<file path="src/hdl/sti_pkg.sv">
`default_nettype none

package sti_pkg;

    // field widths
    localparam int TIME_W     = 11;
    localparam int HOUR_W     = 5;
    localparam int MINUTE_W   = 6;
    localparam int INT_W      = 24;
    localparam int ANG_W      = 16;
    localparam int FACT_W     = 24;
    localparam int OUT_INT_W  = 32;
    localparam int OUT_ANG_W  = 18;
    localparam int OPCODE_W   = 2;
    localparam int STATUS_W   = 2;
    localparam int PROD_W     = INT_W + FACT_W;

    // divider widths: |dv| (INT_W bits) times dt (TIME_W bits) over a key span
    localparam int DIV_NUM_W  = INT_W + TIME_W;
    localparam int DIV_DEN_W  = TIME_W;

    localparam int DEFAULT_TABLE_DEPTH = 32;

    // opcodes
    localparam logic [OPCODE_W-1:0] OP_CLEAR  = 2'd0;
    localparam logic [OPCODE_W-1:0] OP_APPEND = 2'd1;
    localparam logic [OPCODE_W-1:0] OP_QUERY  = 2'd2;

    // result status codes
    localparam logic [STATUS_W-1:0] ST_ANSWERED = 2'd0;
    localparam logic [STATUS_W-1:0] ST_CLEARED  = 2'd1;
    localparam logic [STATUS_W-1:0] ST_STORED   = 2'd2;
    localparam logic [STATUS_W-1:0] ST_REJECTED = 2'd3;

    // time and angle constants
    localparam logic [HOUR_W-1:0]   HOUR_MAX     = 5'd23;
    localparam logic [MINUTE_W-1:0] MINUTE_MAX   = 6'd59;
    localparam logic [TIME_W-1:0]   NOON_MINUTES = 11'd720;
    localparam logic [OUT_ANG_W-1:0] ANGLE_NINETY = 18'd23040;
    localparam logic [OUT_INT_W-1:0] UNIT_Q16_16  = 32'd65536;
    localparam logic [FACT_W-1:0]   FACTOR_RESET = 24'd131;

    // one breakpoint of the table
    typedef struct packed {
        logic [TIME_W-1:0] key;
        logic [INT_W-1:0]  intensity;
        logic [ANG_W-1:0]  angle;
    } entry_t;

endpackage

`default_nettype wire

</file>
<file path="src/hdl/sti_entry_ram.sv">
`default_nettype none

module sti_entry_ram #(
    parameter int DEPTH = sti_pkg::DEFAULT_TABLE_DEPTH
) (
    input  wire logic                       aclk,
    input  wire logic                       wr_en,
    input  wire logic [$clog2(DEPTH)-1:0]   wr_addr,
    input  wire sti_pkg::entry_t            wr_data,
    input  wire logic [$clog2(DEPTH)-1:0]   rd_addr,
    output sti_pkg::entry_t                 rd_data
);
    import sti_pkg::*;

    entry_t mem [DEPTH];
    entry_t rd_data_reg;

    // one write port, one registered read port
    always_ff @(posedge aclk) begin
        if (wr_en) begin
            mem[wr_addr] <= wr_data;
        end
        rd_data_reg <= mem[rd_addr];
    end

    assign rd_data = rd_data_reg;

endmodule

`default_nettype wire

</file>
<file path="src/hdl/sti_divider.sv">
`default_nettype none

module sti_divider (
    input  wire logic                          aclk,
    input  wire logic                          aresetn,
    input  wire logic                          start,
    input  wire logic [sti_pkg::DIV_NUM_W-1:0] numer,
    input  wire logic [sti_pkg::DIV_DEN_W-1:0] denom,
    output logic                               done,
    output logic [sti_pkg::DIV_NUM_W-1:0]      quot
);
    import sti_pkg::*;

    localparam int CNT_W = $clog2(DIV_NUM_W + 1);

    logic                 busy_reg;
    logic                 done_reg;
    logic [CNT_W-1:0]     cnt_reg;
    logic [DIV_DEN_W-1:0] rem_reg;
    logic [DIV_DEN_W-1:0] den_reg;
    logic [DIV_NUM_W-1:0] work_reg;

    logic [DIV_DEN_W:0]   shift_w;
    logic                 fits_w;
    logic [DIV_DEN_W:0]   diff_w;

    // one restoring step: bring down the next numerator bit, try to subtract
    always_comb begin
        shift_w = {rem_reg, work_reg[DIV_NUM_W-1]};
        diff_w  = shift_w - {1'b0, den_reg};
        fits_w  = (shift_w >= {1'b0, den_reg});
    end

    // control
    always_ff @(posedge aclk) begin
        if (!aresetn) begin
            busy_reg <= 1'b0;
            done_reg <= 1'b0;
            cnt_reg  <= '0;
        end else begin
            // done pulses for one cycle after the last step
            done_reg <= busy_reg && !start && (cnt_reg == CNT_W'(DIV_NUM_W - 1));
            if (start) begin
                busy_reg <= 1'b1;
                cnt_reg  <= '0;
            end else if (busy_reg) begin
                cnt_reg <= cnt_reg + CNT_W'(1);
                if (cnt_reg == CNT_W'(DIV_NUM_W - 1)) begin
                    busy_reg <= 1'b0;
                end
            end
        end
    end

    // datapath: quotient bits shift in where numerator bits leave
    always_ff @(posedge aclk) begin
        if (start) begin
            rem_reg  <= '0;
            den_reg  <= denom;
            work_reg <= numer;
        end else if (busy_reg) begin
            rem_reg  <= fits_w ? diff_w[DIV_DEN_W-1:0] : shift_w[DIV_DEN_W-1:0];
            work_reg <= {work_reg[DIV_NUM_W-2:0], fits_w};
        end
    end

    assign done = done_reg;
    assign quot = work_reg;

endmodule

`default_nettype wire

</file>
<file path="src/hdl/sun_table_interpolator.sv">
`default_nettype none

// Channel  Direction  Ports                                           Moves
// -------  ---------  ----------------------------------------------  ---------------------
// cfg      in         cfg_valid, cfg_ready, cfg_data                  intensity factor word
// s_       in         s_valid, s_ready, s_opcode .. s_entry_angle     command word
// m_       out        m_valid, m_ready, m_status, m_intensity_out,    result word
//                     m_angle_out
//
// Clear and append go straight from idle to the output state, as does a query hitting the
// empty table; otherwise a query scans the table one entry at a time (registered table read),
// and when it interpolates it makes two passes through one shared 35-step restoring divider,
// one for intensity and one for angle.
// Reset (aresetn, synchronous) empties the table and loads the factor with its default.
// s_ready is high only between commands; a finished word waits in the output register
// while m_ready is low, and the next command may be accepted meanwhile.

module sun_table_interpolator #(
    parameter int TABLE_DEPTH = sti_pkg::DEFAULT_TABLE_DEPTH
) (
    input  wire logic                              aclk,
    input  wire logic                              aresetn,
    // configuration
    input  wire logic                              cfg_valid,
    output logic                                   cfg_ready,
    input  wire logic [sti_pkg::FACT_W-1:0]        cfg_data,
    // command channel
    input  wire logic                              s_valid,
    output logic                                   s_ready,
    input  wire logic [sti_pkg::OPCODE_W-1:0]      s_opcode,
    input  wire logic [sti_pkg::HOUR_W-1:0]        s_hour,
    input  wire logic [sti_pkg::MINUTE_W-1:0]      s_minute,
    input  wire logic [sti_pkg::TIME_W-1:0]        s_entry_time,
    input  wire logic [sti_pkg::INT_W-1:0]         s_entry_intensity,
    input  wire logic [sti_pkg::ANG_W-1:0]         s_entry_angle,
    // result channel
    output logic                                   m_valid,
    input  wire logic                              m_ready,
    output logic [sti_pkg::STATUS_W-1:0]           m_status,
    output logic [sti_pkg::OUT_INT_W-1:0]          m_intensity_out,
    output logic signed [sti_pkg::OUT_ANG_W-1:0]   m_angle_out
);
    import sti_pkg::*;

    localparam int IDX_W = $clog2(TABLE_DEPTH);
    localparam int CNT_W = $clog2(TABLE_DEPTH + 1);

    typedef enum logic [3:0] {
        S_IDLE,
        S_WAIT,
        S_CHECK,
        S_MUL,
        S_START,
        S_DIV,
        S_SCALE,
        S_FINISH,
        S_OUT
    } state_t;

    state_t                state_reg;
    logic [CNT_W-1:0]      count_reg;
    logic [TIME_W-1:0]     last_key_reg;
    logic [IDX_W-1:0]      idx_reg;
    logic                  phase_reg;
    logic [FACT_W-1:0]     factor_reg;
    logic                  m_valid_reg;
    logic [STATUS_W-1:0]   m_status_reg;
    logic [OUT_INT_W-1:0]  m_int_reg;
    logic [OUT_ANG_W-1:0]  m_ang_reg;

    // datapath registers
    logic [TIME_W-1:0]     t_reg;
    entry_t                prev_reg;
    entry_t                cur_reg;
    logic [DIV_NUM_W-1:0]  num_reg;
    logic [DIV_DEN_W-1:0]  den_reg;
    logic                  neg_reg;
    logic [INT_W-1:0]      res_int_reg;
    logic [ANG_W-1:0]      res_ang_reg;
    logic [PROD_W-1:0]     prod_reg;
    logic [STATUS_W-1:0]   pend_status_reg;
    logic [OUT_INT_W-1:0]  pend_int_reg;
    logic [OUT_ANG_W-1:0]  pend_ang_reg;

    logic                  s_fire;
    logic                  is_clear;
    logic                  is_append;
    logic                  table_full;
    logic                  app_reject;
    logic                  wr_en;
    entry_t                wr_data;
    entry_t                rd_data;
    logic [HOUR_W-1:0]     hour_c;
    logic [MINUTE_W-1:0]   minute_c;
    logic [TIME_W-1:0]     t_w;
    logic                  t_before;
    logic                  at_last;

    logic [INT_W-1:0]      v0_w;
    logic [INT_W-1:0]      v1_w;
    logic [INT_W:0]        diff_w;
    logic [INT_W:0]        diff_neg_w;
    logic [INT_W-1:0]      mag_w;
    logic [TIME_W-1:0]     dt_w;
    logic [DIV_NUM_W-1:0]  mul_w;
    logic                  div_start;
    logic                  div_done;
    logic [DIV_NUM_W-1:0]  div_quot;
    logic [INT_W-1:0]      q_w;
    logic [INT_W-1:0]      interp_w;
    logic [OUT_INT_W-1:0]  sat_w;
    logic [OUT_ANG_W-1:0]  fold_w;
    logic                  out_free;

    // command decode
    assign s_ready    = (state_reg == S_IDLE);
    assign s_fire     = s_valid && s_ready;
    assign is_clear   = (s_opcode == OP_CLEAR);
    assign is_append  = (s_opcode == OP_APPEND);
    assign table_full = (count_reg == CNT_W'(TABLE_DEPTH));
    assign app_reject = table_full || ((count_reg != '0) && (s_entry_time <= last_key_reg));
    assign wr_en      = s_fire && is_append && !app_reject;
    assign wr_data    = '{key: s_entry_time, intensity: s_entry_intensity,
                          angle: s_entry_angle};

    // time of day in minutes: h*60 = h*64 - h*4
    assign hour_c   = (s_hour > HOUR_MAX) ? HOUR_MAX : s_hour;
    assign minute_c = (s_minute > MINUTE_MAX) ? MINUTE_MAX : s_minute;
    assign t_w      = {hour_c, 6'b0} - {4'b0, hour_c, 2'b0} + {5'b0, minute_c};

    // scan compare
    assign t_before = (t_reg < rd_data.key);
    assign at_last  = ((CNT_W'(idx_reg) + CNT_W'(1)) == count_reg);

    // interpolation operands, intensity on phase 0 and angle on phase 1
    always_comb begin
        v0_w       = phase_reg ? INT_W'(prev_reg.angle) : prev_reg.intensity;
        v1_w       = phase_reg ? INT_W'(cur_reg.angle)  : cur_reg.intensity;
        diff_w     = {1'b0, v1_w} - {1'b0, v0_w};
        diff_neg_w = '0 - diff_w;
        mag_w      = diff_w[INT_W] ? diff_neg_w[INT_W-1:0] : diff_w[INT_W-1:0];
        dt_w       = t_reg - prev_reg.key;
        mul_w      = DIV_NUM_W'(mag_w) * DIV_NUM_W'(dt_w);
        q_w        = div_quot[INT_W-1:0];
        interp_w   = neg_reg ? (v0_w - q_w) : (v0_w + q_w);
    end

    // saturation and angle fold
    assign sat_w  = (prod_reg[PROD_W-1:OUT_INT_W+8] != '0) ? '1 : prod_reg[OUT_INT_W+7:8];
    assign fold_w = (t_reg > NOON_MINUTES) ? (ANGLE_NINETY - OUT_ANG_W'(res_ang_reg))
                                           : (ANGLE_NINETY + OUT_ANG_W'(res_ang_reg));

    assign div_start = (state_reg == S_START);
    assign out_free  = !m_valid_reg || m_ready;

    sti_entry_ram #(
        .DEPTH (TABLE_DEPTH)
    ) u_ram (
        .aclk    (aclk),
        .wr_en   (wr_en),
        .wr_addr (count_reg[IDX_W-1:0]),
        .wr_data (wr_data),
        .rd_addr (idx_reg),
        .rd_data (rd_data)
    );

    sti_divider u_div (
        .aclk    (aclk),
        .aresetn (aresetn),
        .start   (div_start),
        .numer   (num_reg),
        .denom   (den_reg),
        .done    (div_done),
        .quot    (div_quot)
    );

    // sequencer, table bookkeeping and output register
    always_ff @(posedge aclk) begin
        if (!aresetn) begin
            state_reg   <= S_IDLE;
            count_reg   <= '0;
            idx_reg     <= '0;
            phase_reg   <= 1'b0;
            factor_reg  <= FACTOR_RESET;
            m_valid_reg <= 1'b0;
        end else begin
            if (cfg_valid) begin
                factor_reg <= cfg_data;
            end
            // S_OUT reloads the output register itself
            if (m_valid_reg && m_ready && (state_reg != S_OUT)) begin
                m_valid_reg <= 1'b0;
            end
            case (state_reg)
                S_IDLE: begin
                    if (s_fire) begin
                        if (is_clear) begin
                            count_reg <= '0;
                            state_reg <= S_OUT;
                        end else if (is_append) begin
                            if (!app_reject) begin
                                count_reg <= count_reg + CNT_W'(1);
                            end
                            state_reg <= S_OUT;
                        end else if (count_reg == '0) begin
                            state_reg <= S_OUT;
                        end else begin
                            idx_reg   <= '0;
                            state_reg <= S_WAIT;
                        end
                    end
                end
                S_WAIT: begin
                    state_reg <= S_CHECK;
                end
                S_CHECK: begin
                    if (t_before && (idx_reg == '0)) begin
                        state_reg <= S_SCALE;
                    end else if (t_before) begin
                        phase_reg <= 1'b0;
                        state_reg <= S_MUL;
                    end else if (at_last) begin
                        state_reg <= S_SCALE;
                    end else begin
                        idx_reg   <= idx_reg + IDX_W'(1);
                        state_reg <= S_WAIT;
                    end
                end
                S_MUL: begin
                    state_reg <= S_START;
                end
                S_START: begin
                    state_reg <= S_DIV;
                end
                S_DIV: begin
                    if (div_done) begin
                        if (phase_reg) begin
                            state_reg <= S_SCALE;
                        end else begin
                            phase_reg <= 1'b1;
                            state_reg <= S_MUL;
                        end
                    end
                end
                S_SCALE: begin
                    state_reg <= S_FINISH;
                end
                S_FINISH: begin
                    state_reg <= S_OUT;
                end
                S_OUT: begin
                    if (out_free) begin
                        m_valid_reg  <= 1'b1;
                        m_status_reg <= pend_status_reg;
                        m_int_reg    <= pend_int_reg;
                        m_ang_reg    <= pend_ang_reg;
                        state_reg    <= S_IDLE;
                    end
                end
                default: begin
                    state_reg <= S_IDLE;
                end
            endcase
        end
    end

    // last stored key, for the ascending-order check
    always_ff @(posedge aclk) begin
        if (wr_en) begin
            last_key_reg <= s_entry_time;
        end
    end

    // query datapath
    always_ff @(posedge aclk) begin
        if (s_fire) begin
            t_reg <= t_w;
            if (is_clear) begin
                pend_status_reg <= ST_CLEARED;
                pend_int_reg    <= '0;
                pend_ang_reg    <= '0;
            end else if (is_append) begin
                pend_status_reg <= app_reject ? ST_REJECTED : ST_STORED;
                pend_int_reg    <= '0;
                pend_ang_reg    <= '0;
            end else begin
                // empty table answer; overwritten when the scan runs
                pend_status_reg <= ST_ANSWERED;
                pend_int_reg    <= UNIT_Q16_16;
                pend_ang_reg    <= ANGLE_NINETY;
            end
        end
        if (state_reg == S_CHECK) begin
            if (t_before && (idx_reg != '0)) begin
                cur_reg <= rd_data;
            end else if (!t_before) begin
                prev_reg <= rd_data;
            end
            if (t_before ? (idx_reg == '0) : at_last) begin
                res_int_reg <= rd_data.intensity;
                res_ang_reg <= rd_data.angle;
            end
        end
        if (state_reg == S_MUL) begin
            num_reg <= mul_w;
            den_reg <= cur_reg.key - prev_reg.key;
            neg_reg <= diff_w[INT_W];
        end
        if ((state_reg == S_DIV) && div_done) begin
            if (phase_reg) begin
                res_ang_reg <= interp_w[ANG_W-1:0];
            end else begin
                res_int_reg <= interp_w;
            end
        end
        if (state_reg == S_SCALE) begin
            prod_reg <= PROD_W'(res_int_reg) * PROD_W'(factor_reg);
        end
        if (state_reg == S_FINISH) begin
            pend_int_reg <= sat_w;
            pend_ang_reg <= fold_w;
        end
    end

    assign cfg_ready       = 1'b1;
    assign m_valid         = m_valid_reg;
    assign m_status        = m_status_reg;
    assign m_intensity_out = m_int_reg;
    assign m_angle_out     = $signed(m_ang_reg);

endmodule

`default_nettype wire

</file>
<file path="config.mk">
export PLATFORM = sky130hd
export DESIGN_NAME = sun_table_interpolator
export DESIGN_NICKNAME = d
export VERILOG_FILES = /design/src/hdl/sti_pkg.sv /design/src/hdl/sti_entry_ram.sv /design/src/hdl/sti_divider.sv /design/src/hdl/sun_table_interpolator.sv
export SDC_FILE = /design/constraint.sdc
export NUM_CORES = 2
export LEC_CHECK = 0
export ABC_AREA = 1
export BUFFER_PORTS_ARGS = -buffer_cell sky130_fd_sc_hd__buf_4
export CORE_ASPECT_RATIO = 1.5
export CORE_MARGIN = 1
export CORE_UTILIZATION = 40
export CTS_CLUSTER_SIZE = 28
export DETAILED_ROUTE_END_ITERATION = 6
export GPL_TIMING_DRIVEN = 0
export PLACE_DENSITY_LB_ADDON = 0.15
export SYNTH_ARGS = -nofsm -noshare
export SYNTH_HDL_FRONTEND = slang
export SYNTH_SLANG_ARGS = --single-unit
</file>
<file path="constraint.sdc">
create_clock -name aclk -period 8 [get_ports aclk]
set_input_delay 2 -clock aclk [delete_from_list [all_inputs] [get_ports aclk]]
set_output_delay 2 -clock aclk [all_outputs]
set_load 0.005 [all_outputs]
</file>
* Yosys cells after proc, flatten, opt, wreduce, memory -nomap -nowiden *
Memory sizes are Yosys's and may differ from the RTL's. A register that Yosys moved wholly into a read port is not among the register bits.
Cells that the tools add are included.

cells by class
  add/subtract/negate cells = 15
  multipliers = 2
  magnitude comparators = 6
  eq/ne operators = 24
  muxes and demuxes = 64
  bitwise operators = 4
  reductions and logical operators = 37

operators by type and width
  cell                                                 number
  two-way mux 24 bit                                   8
  two-way mux 32 bit                                   3
  two-way mux 35 bit                                   2
  two-way mux 16 bit                                   4
  two-way mux 18 bit                                   3
  multiplier 24 x 24 -> 48 bit                         1
  two-way mux 5 bit                                    8
  case mux 4 bit (9 select lines)                      1
  multiplier 24 x 11 -> 35 bit                         1
  two-way mux 17 bit                                   2
  subtractor 11 bit                                    3
  two-way mux 15 bit                                   2
  subtractor 24 x 24 -> 25 bit                         1
  adder 24 bit                                         1
  two-way mux 4 bit                                    6
  two-way mux 6 bit                                    4
  subtractor 1 x 24 -> 24 bit (first input constant)   1
  subtractor 24 bit                                    1
  != test 2 bit (second input constant)                9
  adder 15 x 16 -> 17 bit (first input constant)       1
  subtractor 15 x 16 -> 17 bit (first input constant)  1
  == test 4 x 3 -> 1 bit (second input constant)       4
  two-way mux 1 bit                                    14
  adder 6 x 1 -> 6 bit (second input constant)         2
  39 further kinds                                     69

storage, ports and cells
  bits in registers = 469
  RAM bits = 1632
  input bits = 93
  word-level logic and storage cells = 186
  memories = 1

memory list
  name       depth  width  rd ports  clocked after Yosys merged registers in  write ports  RTL line             text
  u_ram.mem  32     51     1         1                                        1            sti_entry_ram.sv:15  entry_t mem [DEPTH];

* Logic depth before layout (Yosys ltp) *
  depth in word-level cells = 7
  depth in mapped cells = 44
  mapped depth without buffers = 42

* Cells and area by module *
A second synthesis with hierarchy kept.

second synthesis, totals
  cell total of the unflattened synthesis = 11741
  area total of the unflattened synthesis = 117757.9 um2

by module, submodules not included
  module                  times used  cells each  area each (um2)  seq. area each (um2)
  sti_entry_ram           1           5605        66755.3          50028.0
  sun_table_interpolator  1           5717        47605.7          11080.6
  sti_divider             1           419         3397.0           1761.7

* Worst setup path before layout *
Ideal clock, no wire load.

  path type = flip-flop to flip-flop
  start = reg phase_reg
  end = reg num_reg[33], data pin
  library setup time = 0.265 ns
  arrival = 7.061 ns
  data required time = 7.735 ns
  path slack = 0.675 ns
  cell stages (with the launch flop) = 39
  path buffers = 0
  period minus slack after synthesis = 7.325 ns
  cells stage by stage = dfxtp_1 > inv_1 > or2_2 > o21ai_0 > inv_1 > ha_1 > inv_1 > fa_1 > inv_1 > ha_1 > a21boi_1 > nand3_2 > nor2_1 > nand2_1 > nor2_4 > nand2_2 > nand2_4 > nand2_1 > [3 not listed] > fa_1 > fa_1 > inv_1 > fa_1 > fa_1 > inv_1 > fa_1 > inv_1 > ha_1 > nand2_1 > nor2_1 > inv_1 > nor4_1 > nand2_1 > o211ai_1 > nand2_1 > o211ai_1 > xor2_1

on the way
  cells in the longest elaborated chain, start to end = 5
  elaborated cells on any way between the ends = 6
  classes of those cells = add/sub: 2; mul: 1; mux: 3

ends and longest elaborated chain
  item                                   RTL line                                                      text
  start: declaration                     sun_table_interpolator.sv:64                                  logic phase_reg;
  start signal: assignment               sun_table_interpolator.sv:183                                 phase_reg <= 1'b0;
  start signal: assignment               sun_table_interpolator.sv:220                                 phase_reg <= 1'b0;
  start signal: assignment               sun_table_interpolator.sv:240                                 phase_reg <= 1'b1;
  two-way mux 24 bit (on tied branches)  sun_table_interpolator.sv:138, sun_table_interpolator.sv:137
  subtractor 24 x 24 -> 25 bit (*)       sun_table_interpolator.sv:139                                 diff_w = {1'b0, v1_w} - {1'b0, v0_w};
  subtractor 1 x 24 -> 24 bit            sun_table_interpolator.sv:140                                 diff_neg_w = '0 - diff_w;
  two-way mux 24 bit (*)                 sun_table_interpolator.sv:141                                 mag_w = diff_w[INT_W] ? diff_neg_w[INT_W-1:0] : diff_w[INT_W-1:0];
  multiplier 24 x 11 -> 35 bit (*)       sun_table_interpolator.sv:143                                 mul_w = DIV_NUM_W'(mag_w) * DIV_NUM_W'(dt_w);
  via mul_w[33]                          sun_table_interpolator.sv:105                                 logic [DIV_NUM_W-1:0] mul_w;
  end signal: assignment                 sun_table_interpolator.sv:305                                 num_reg <= mul_w;
  end: declaration                       sun_table_interpolator.sv:75                                  logic [DIV_NUM_W-1:0] num_reg;

The timed path passes the listed nets; every way through them passes the cells marked *.
A chain may end at the register's enable or synchronous reset.

* Final worst setup path *
  start = reg res_int_reg[20]
  end = reg prod_reg[45], data pin

on the way
  cells in the longest elaborated chain, start to end = 1

ends and longest elaborated chain
  item                          RTL line                       text
  start: declaration            sun_table_interpolator.sv:78   logic [INT_W-1:0] res_int_reg;
  start signal: assignment      sun_table_interpolator.sv:300  res_int_reg <= rd_data.intensity;
  start signal: assignment      sun_table_interpolator.sv:313  res_int_reg <= interp_w;
  multiplier 24 x 24 -> 48 bit  sun_table_interpolator.sv:317  prod_reg <= PROD_W'(res_int_reg) * PROD_W'(factor_reg);
  end signal: assignment        sun_table_interpolator.sv:317
  end: declaration              sun_table_interpolator.sv:80   logic [PROD_W-1:0] prod_reg;

Every way passes these cells.

==> summary.md <==
| Metric | Value |
|---|---|
| Worst Tran Pin Value | `1.608 ns` |
| DRT iter0 DRCs | `7,561` |
| Largest register FFs | `approximately 1.6k` |
| Most frequent CP cell | `fa_1` |
| Fill count | `26.57k` |
| Most common cell in the netlist | `edfxtp_1` |
| CTS tree | `done` |
| Number of routed nets with antenna violations | `0` |
| Largest net degree at the start of global routing | `42` |
| Worst reg-to-reg setup slack | `about 0.15 ns` |
| Power Density | `about 430 nW/um2` |
| H-tree Lvls | `4` |
| Fmax | `0.1273 GHz` |
| Pre-CTS WS | `-1.195 ns` |
| Final core occ | `45.71%` |
| DRC viols | `2` |
| Starting Density | `40.30%` |
| Synthesized area | `115,100 um2` |
| Relative slew slack | `-7.207%` |
| CP delay by family, top | `adder cells` |
| Max cap viols | `1` |
| RD Place Congestion | `0.9829` |
| Failing checks | `design-rule violations, max-capacitance violations, max-slew violations` |
| Critical-path cell list | `clkbuf_1 -> nand2_1 -> fa_1 -> inv_1 -> fa_1 -> inv_1 -> fa_1 -> fa_1 -> fa_1 -> inv_1 -> fa_1 -> fa_1 -> ha_1 -> a21oi_1 -> o21ai_0 -> a21oi_1 -> nor2_1 -> a211oi_1 -> o211ai_1 -> xor2_1` |
| Worst r2r src | `res_int_reg[20]` |
| Vias post-DR | `82.78k` |
| Io pins | `148` |
| Inst Count DP | `14.77k` |
| Final WL | `410,000 um` |
| DR vias/cell | `5.458` |
| Reg clk slew, reported paths | `~0.080 ns` |
| Core Box Area | `285,600 um2` |
| Setup Skew | `0.07029 ns` |
| Post-DP HPWL | `310,600 um` |
| Post-synth top flop | `edfxtp_1` |
| Area Overhead vs Synth | `13.41%` |
| Bufs and invs on worst path | `4` |
| Post-synth EDFFs | `approximately 2k` |
| Vert. Die Dim | `659.0 um` |
| Sequential share of the synthesized area | `between 50% and 60%` |
| Count of distinct cell types in the synthesized netlist | `59` |
| Fin cells | `15.17k` |
| Clock sink total | `2,144` |
| Synth Warn # | `0` |
| Hold Path Origin | `den_reg[3]` |
| Synth area leaders | `edfxtp_1 (52%), fa_1 (12%), o21ai_0 (5.1%), nor2_1 (5.1%), nand2_1 (4.9%)` |
| Worst Setup End Kind | `flop` |
| Crit share post-route | `between 90% and 100%` |
| Setup Viol. Count Final | `0` |
| Fin nets | `between 10k and 15k` |
| Startpoint types | `flop` |
| Status | `finished, violations left` |
| CP Class | `flop to flop` |
| Hold Crit Class | `flop to flop` |
| Crit-path max FO | `10` |
| Critical path arrival | `between 8 and 9 ns` |
| Register bit total from synthesis | `2,144` |
| R2R depth | `20` |
| Cells after Synth | `10.79k` |
| Critical path's largest stage delay | `0.85 ns` |
| Gr usage total | `between 20% and 30%` |
| Share of cells above drive strength 1 | `under 10%` |
| Global-route wire length before repair | `581,600 um` |
| Pre-antenna DRT Iters | `7` |
| Setup slack after layout | `0.1450 ns` |
| Commonest cells post-synth | `edfxtp_1 (1,993), nor2_1 (1,550), nand2_1 (1,513)` |
| Die width | `440.0 um` |
| CTS buffer count | `211` |
| Grt ovf | `0` |
| Cell taking the most area after synthesis | `edfxtp_1` |
| Root Buffer | `clkbuf_16` |
| Min Tclk post-route | `around 7.9 ns` |
| Routed len/inst | `about 27 um` |
| WHS Path Cells | `0` |
| Hold Vio Cnt, Final | `0` |
| Leak pwr | `between 0.05 and 0.06 uW` |
| Syn nets | `11.93k` |
| Mean area per synthesized cell | `10.67 um2` |
| DIE AREA | `289,900 um2` |
| Worst skew pair latency | `0.92 ns` |
| Slowest cell on crit path | `dfxtp_1` |
| Post-synth top area share | `52.00%` |
| Initial antenna violation count | `14` |
| Row count | `240` |
| FF-to-FF End | `prod_reg[45]` |
| FFs w/ async S/R, synth | `0%` |
| Required time worst endpoint | `around 8.6 ns` |
| IO buf count | `144` |
| Vias in the first global route | `84.04k` |
| Max-slew violation count | `11` |
| Hold Crit Endpoint | `u_div.den_reg[3]` |
| Clock Tree Buf Depth | `4` |
| Max IR drop VDD | `between 0.7 and 0.8 mV` |
| Biggest register | `u_ram.mem` |
## where the power goes
part           switching, uW  internal (uW)
registers                345          13700
logic                  20700          11500
clock network           4420           5410
## final cells by class
type,count,area (um2),share of cell area (%)
Clock inverter,112,1023,0.7841
Clock buffer,265,5588,4.281
Multi-Input combinational cell,6726,45950,35.20
Buffer,555,2237,1.714
Tap cell,3751,4693,3.596
Timing Repair Buffer,265,3090,2.368
Inverter,1345,5061,3.877
Antenna cell,4,10.01,0.007669
Sequential cell,2144,62870,48.17
## worst max path at each step
stage	cells after the start	start	endpoint
2_1_floorplan	38	phase_reg	num_reg[33]
3_3_place_gp	12	s_entry_time[6]	u_ram.mem[27][31]
3_5_place_dp	36	phase_reg	num_reg[21]
4_1_cts	25	res_int_reg[12]	prod_reg[43]
5_1_grt	40	phase_reg	num_reg[33]
6_report	20	res_int_reg[20]	prod_reg[45]
## layout by cell type (no fill, tap or decap), drive strengths merged, types with 14 or more instances in the layout
| master | Yosys | final |
|---|---|---|
| edfxtp | 1993 | 1993 |
| nor2 | 1554 | 1554 |
| nand2 | 1536 | 1536 |
| inv | 1341 | 1350 |
| o21ai | 1189 | 1189 |
| clkbuf | 531 | 777 |
| fa | 683 | 683 |
| o22ai | 412 | 412 |
| ha | 361 | 361 |
| buf | 45 | 308 |
| a21oi | 302 | 302 |
| nand3 | 179 | 179 |
| dfxtp | 151 | 151 |
| xor2 | 117 | 117 |
| clkinv | 4 | 82 |
| o221ai | 75 | 75 |
| nand4 | 50 | 50 |
| xnor2 | 48 | 48 |
| nor3 | 32 | 32 |
| o211ai | 27 | 27 |
| a31oi | 26 | 26 |
| or2 | 24 | 24 |
| bufinv | 0 | 14 |
## metrics by stage
| step | TNS (ns) | hold WS [ns] | instance area, um2 | power (uW) |
|---|---|---|---|---|
| final | 0 | 0.4029 | 130500 | 56080 |
| after global routing | -0.1172 | 0.4208 | 130500 | 60080 |
| after CTS | 0 | 0.4091 | 130000 | 55240 |
| after detailed placement | -19.41 | 0.4045 | 122800 | 44640 |
| after global placement | -4267.65 | 0.4016 | 120900 | 44500 |
| after floorplan | 0 | 0.4003 | 115100 | 34480 |
## worst register-to-register path: stages, from the launching register on
cell	delay (ns)
dfxtp_1	0.85
clkbuf_1	0.62
nand2_1	0.18
fa_1	0.56
inv_1	0.05
fa_1	0.52
inv_1	0.05
fa_1	0.51
fa_1	0.49
fa_1	0.51
inv_1	0.04
fa_1	0.46
fa_1	0.62
ha_1	0.33
a21oi_1	0.25
o21ai_0	0.14
a21oi_1	0.36
nor2_1	0.08
a211oi_1	0.42
o211ai_1	0.30
xor2_1	0.21
## cell families (layout without fill, tap and decap cells)
logic type                 Yosys count  in the layout  share of synthesized area, %
and+or+nand+nor                   3397           3397                         11.65
DFF                               2144           2144                         54.63
AOI/OAI and AO/OA                 2115           2115                         10.22
buffers and inverters             1921           2542                         6.294
adders and majority gates         1044           1044                         15.80
xor gates and xnor gates           165            165                         1.363
muxes                                4              4                       0.03479
other                                1              5                      0.003258
## timing repair
action	in CTS	in global routing
gates resized for setup	137	146
endpoints found under the setup margin	32	29
hold buffers	0	0
setup buffers	21	21
pin swaps	17	26
## metal layers
metal | global-route usage (%) | wire (um)
met5 | 0 | 59
met4 | 19.81 | 34830
met3 | 3.955 | 23940
met2 | 49.40 | 206700
met1 | 30.59 | 144500
Note: power is estimated with default switching activity, not from simulation.
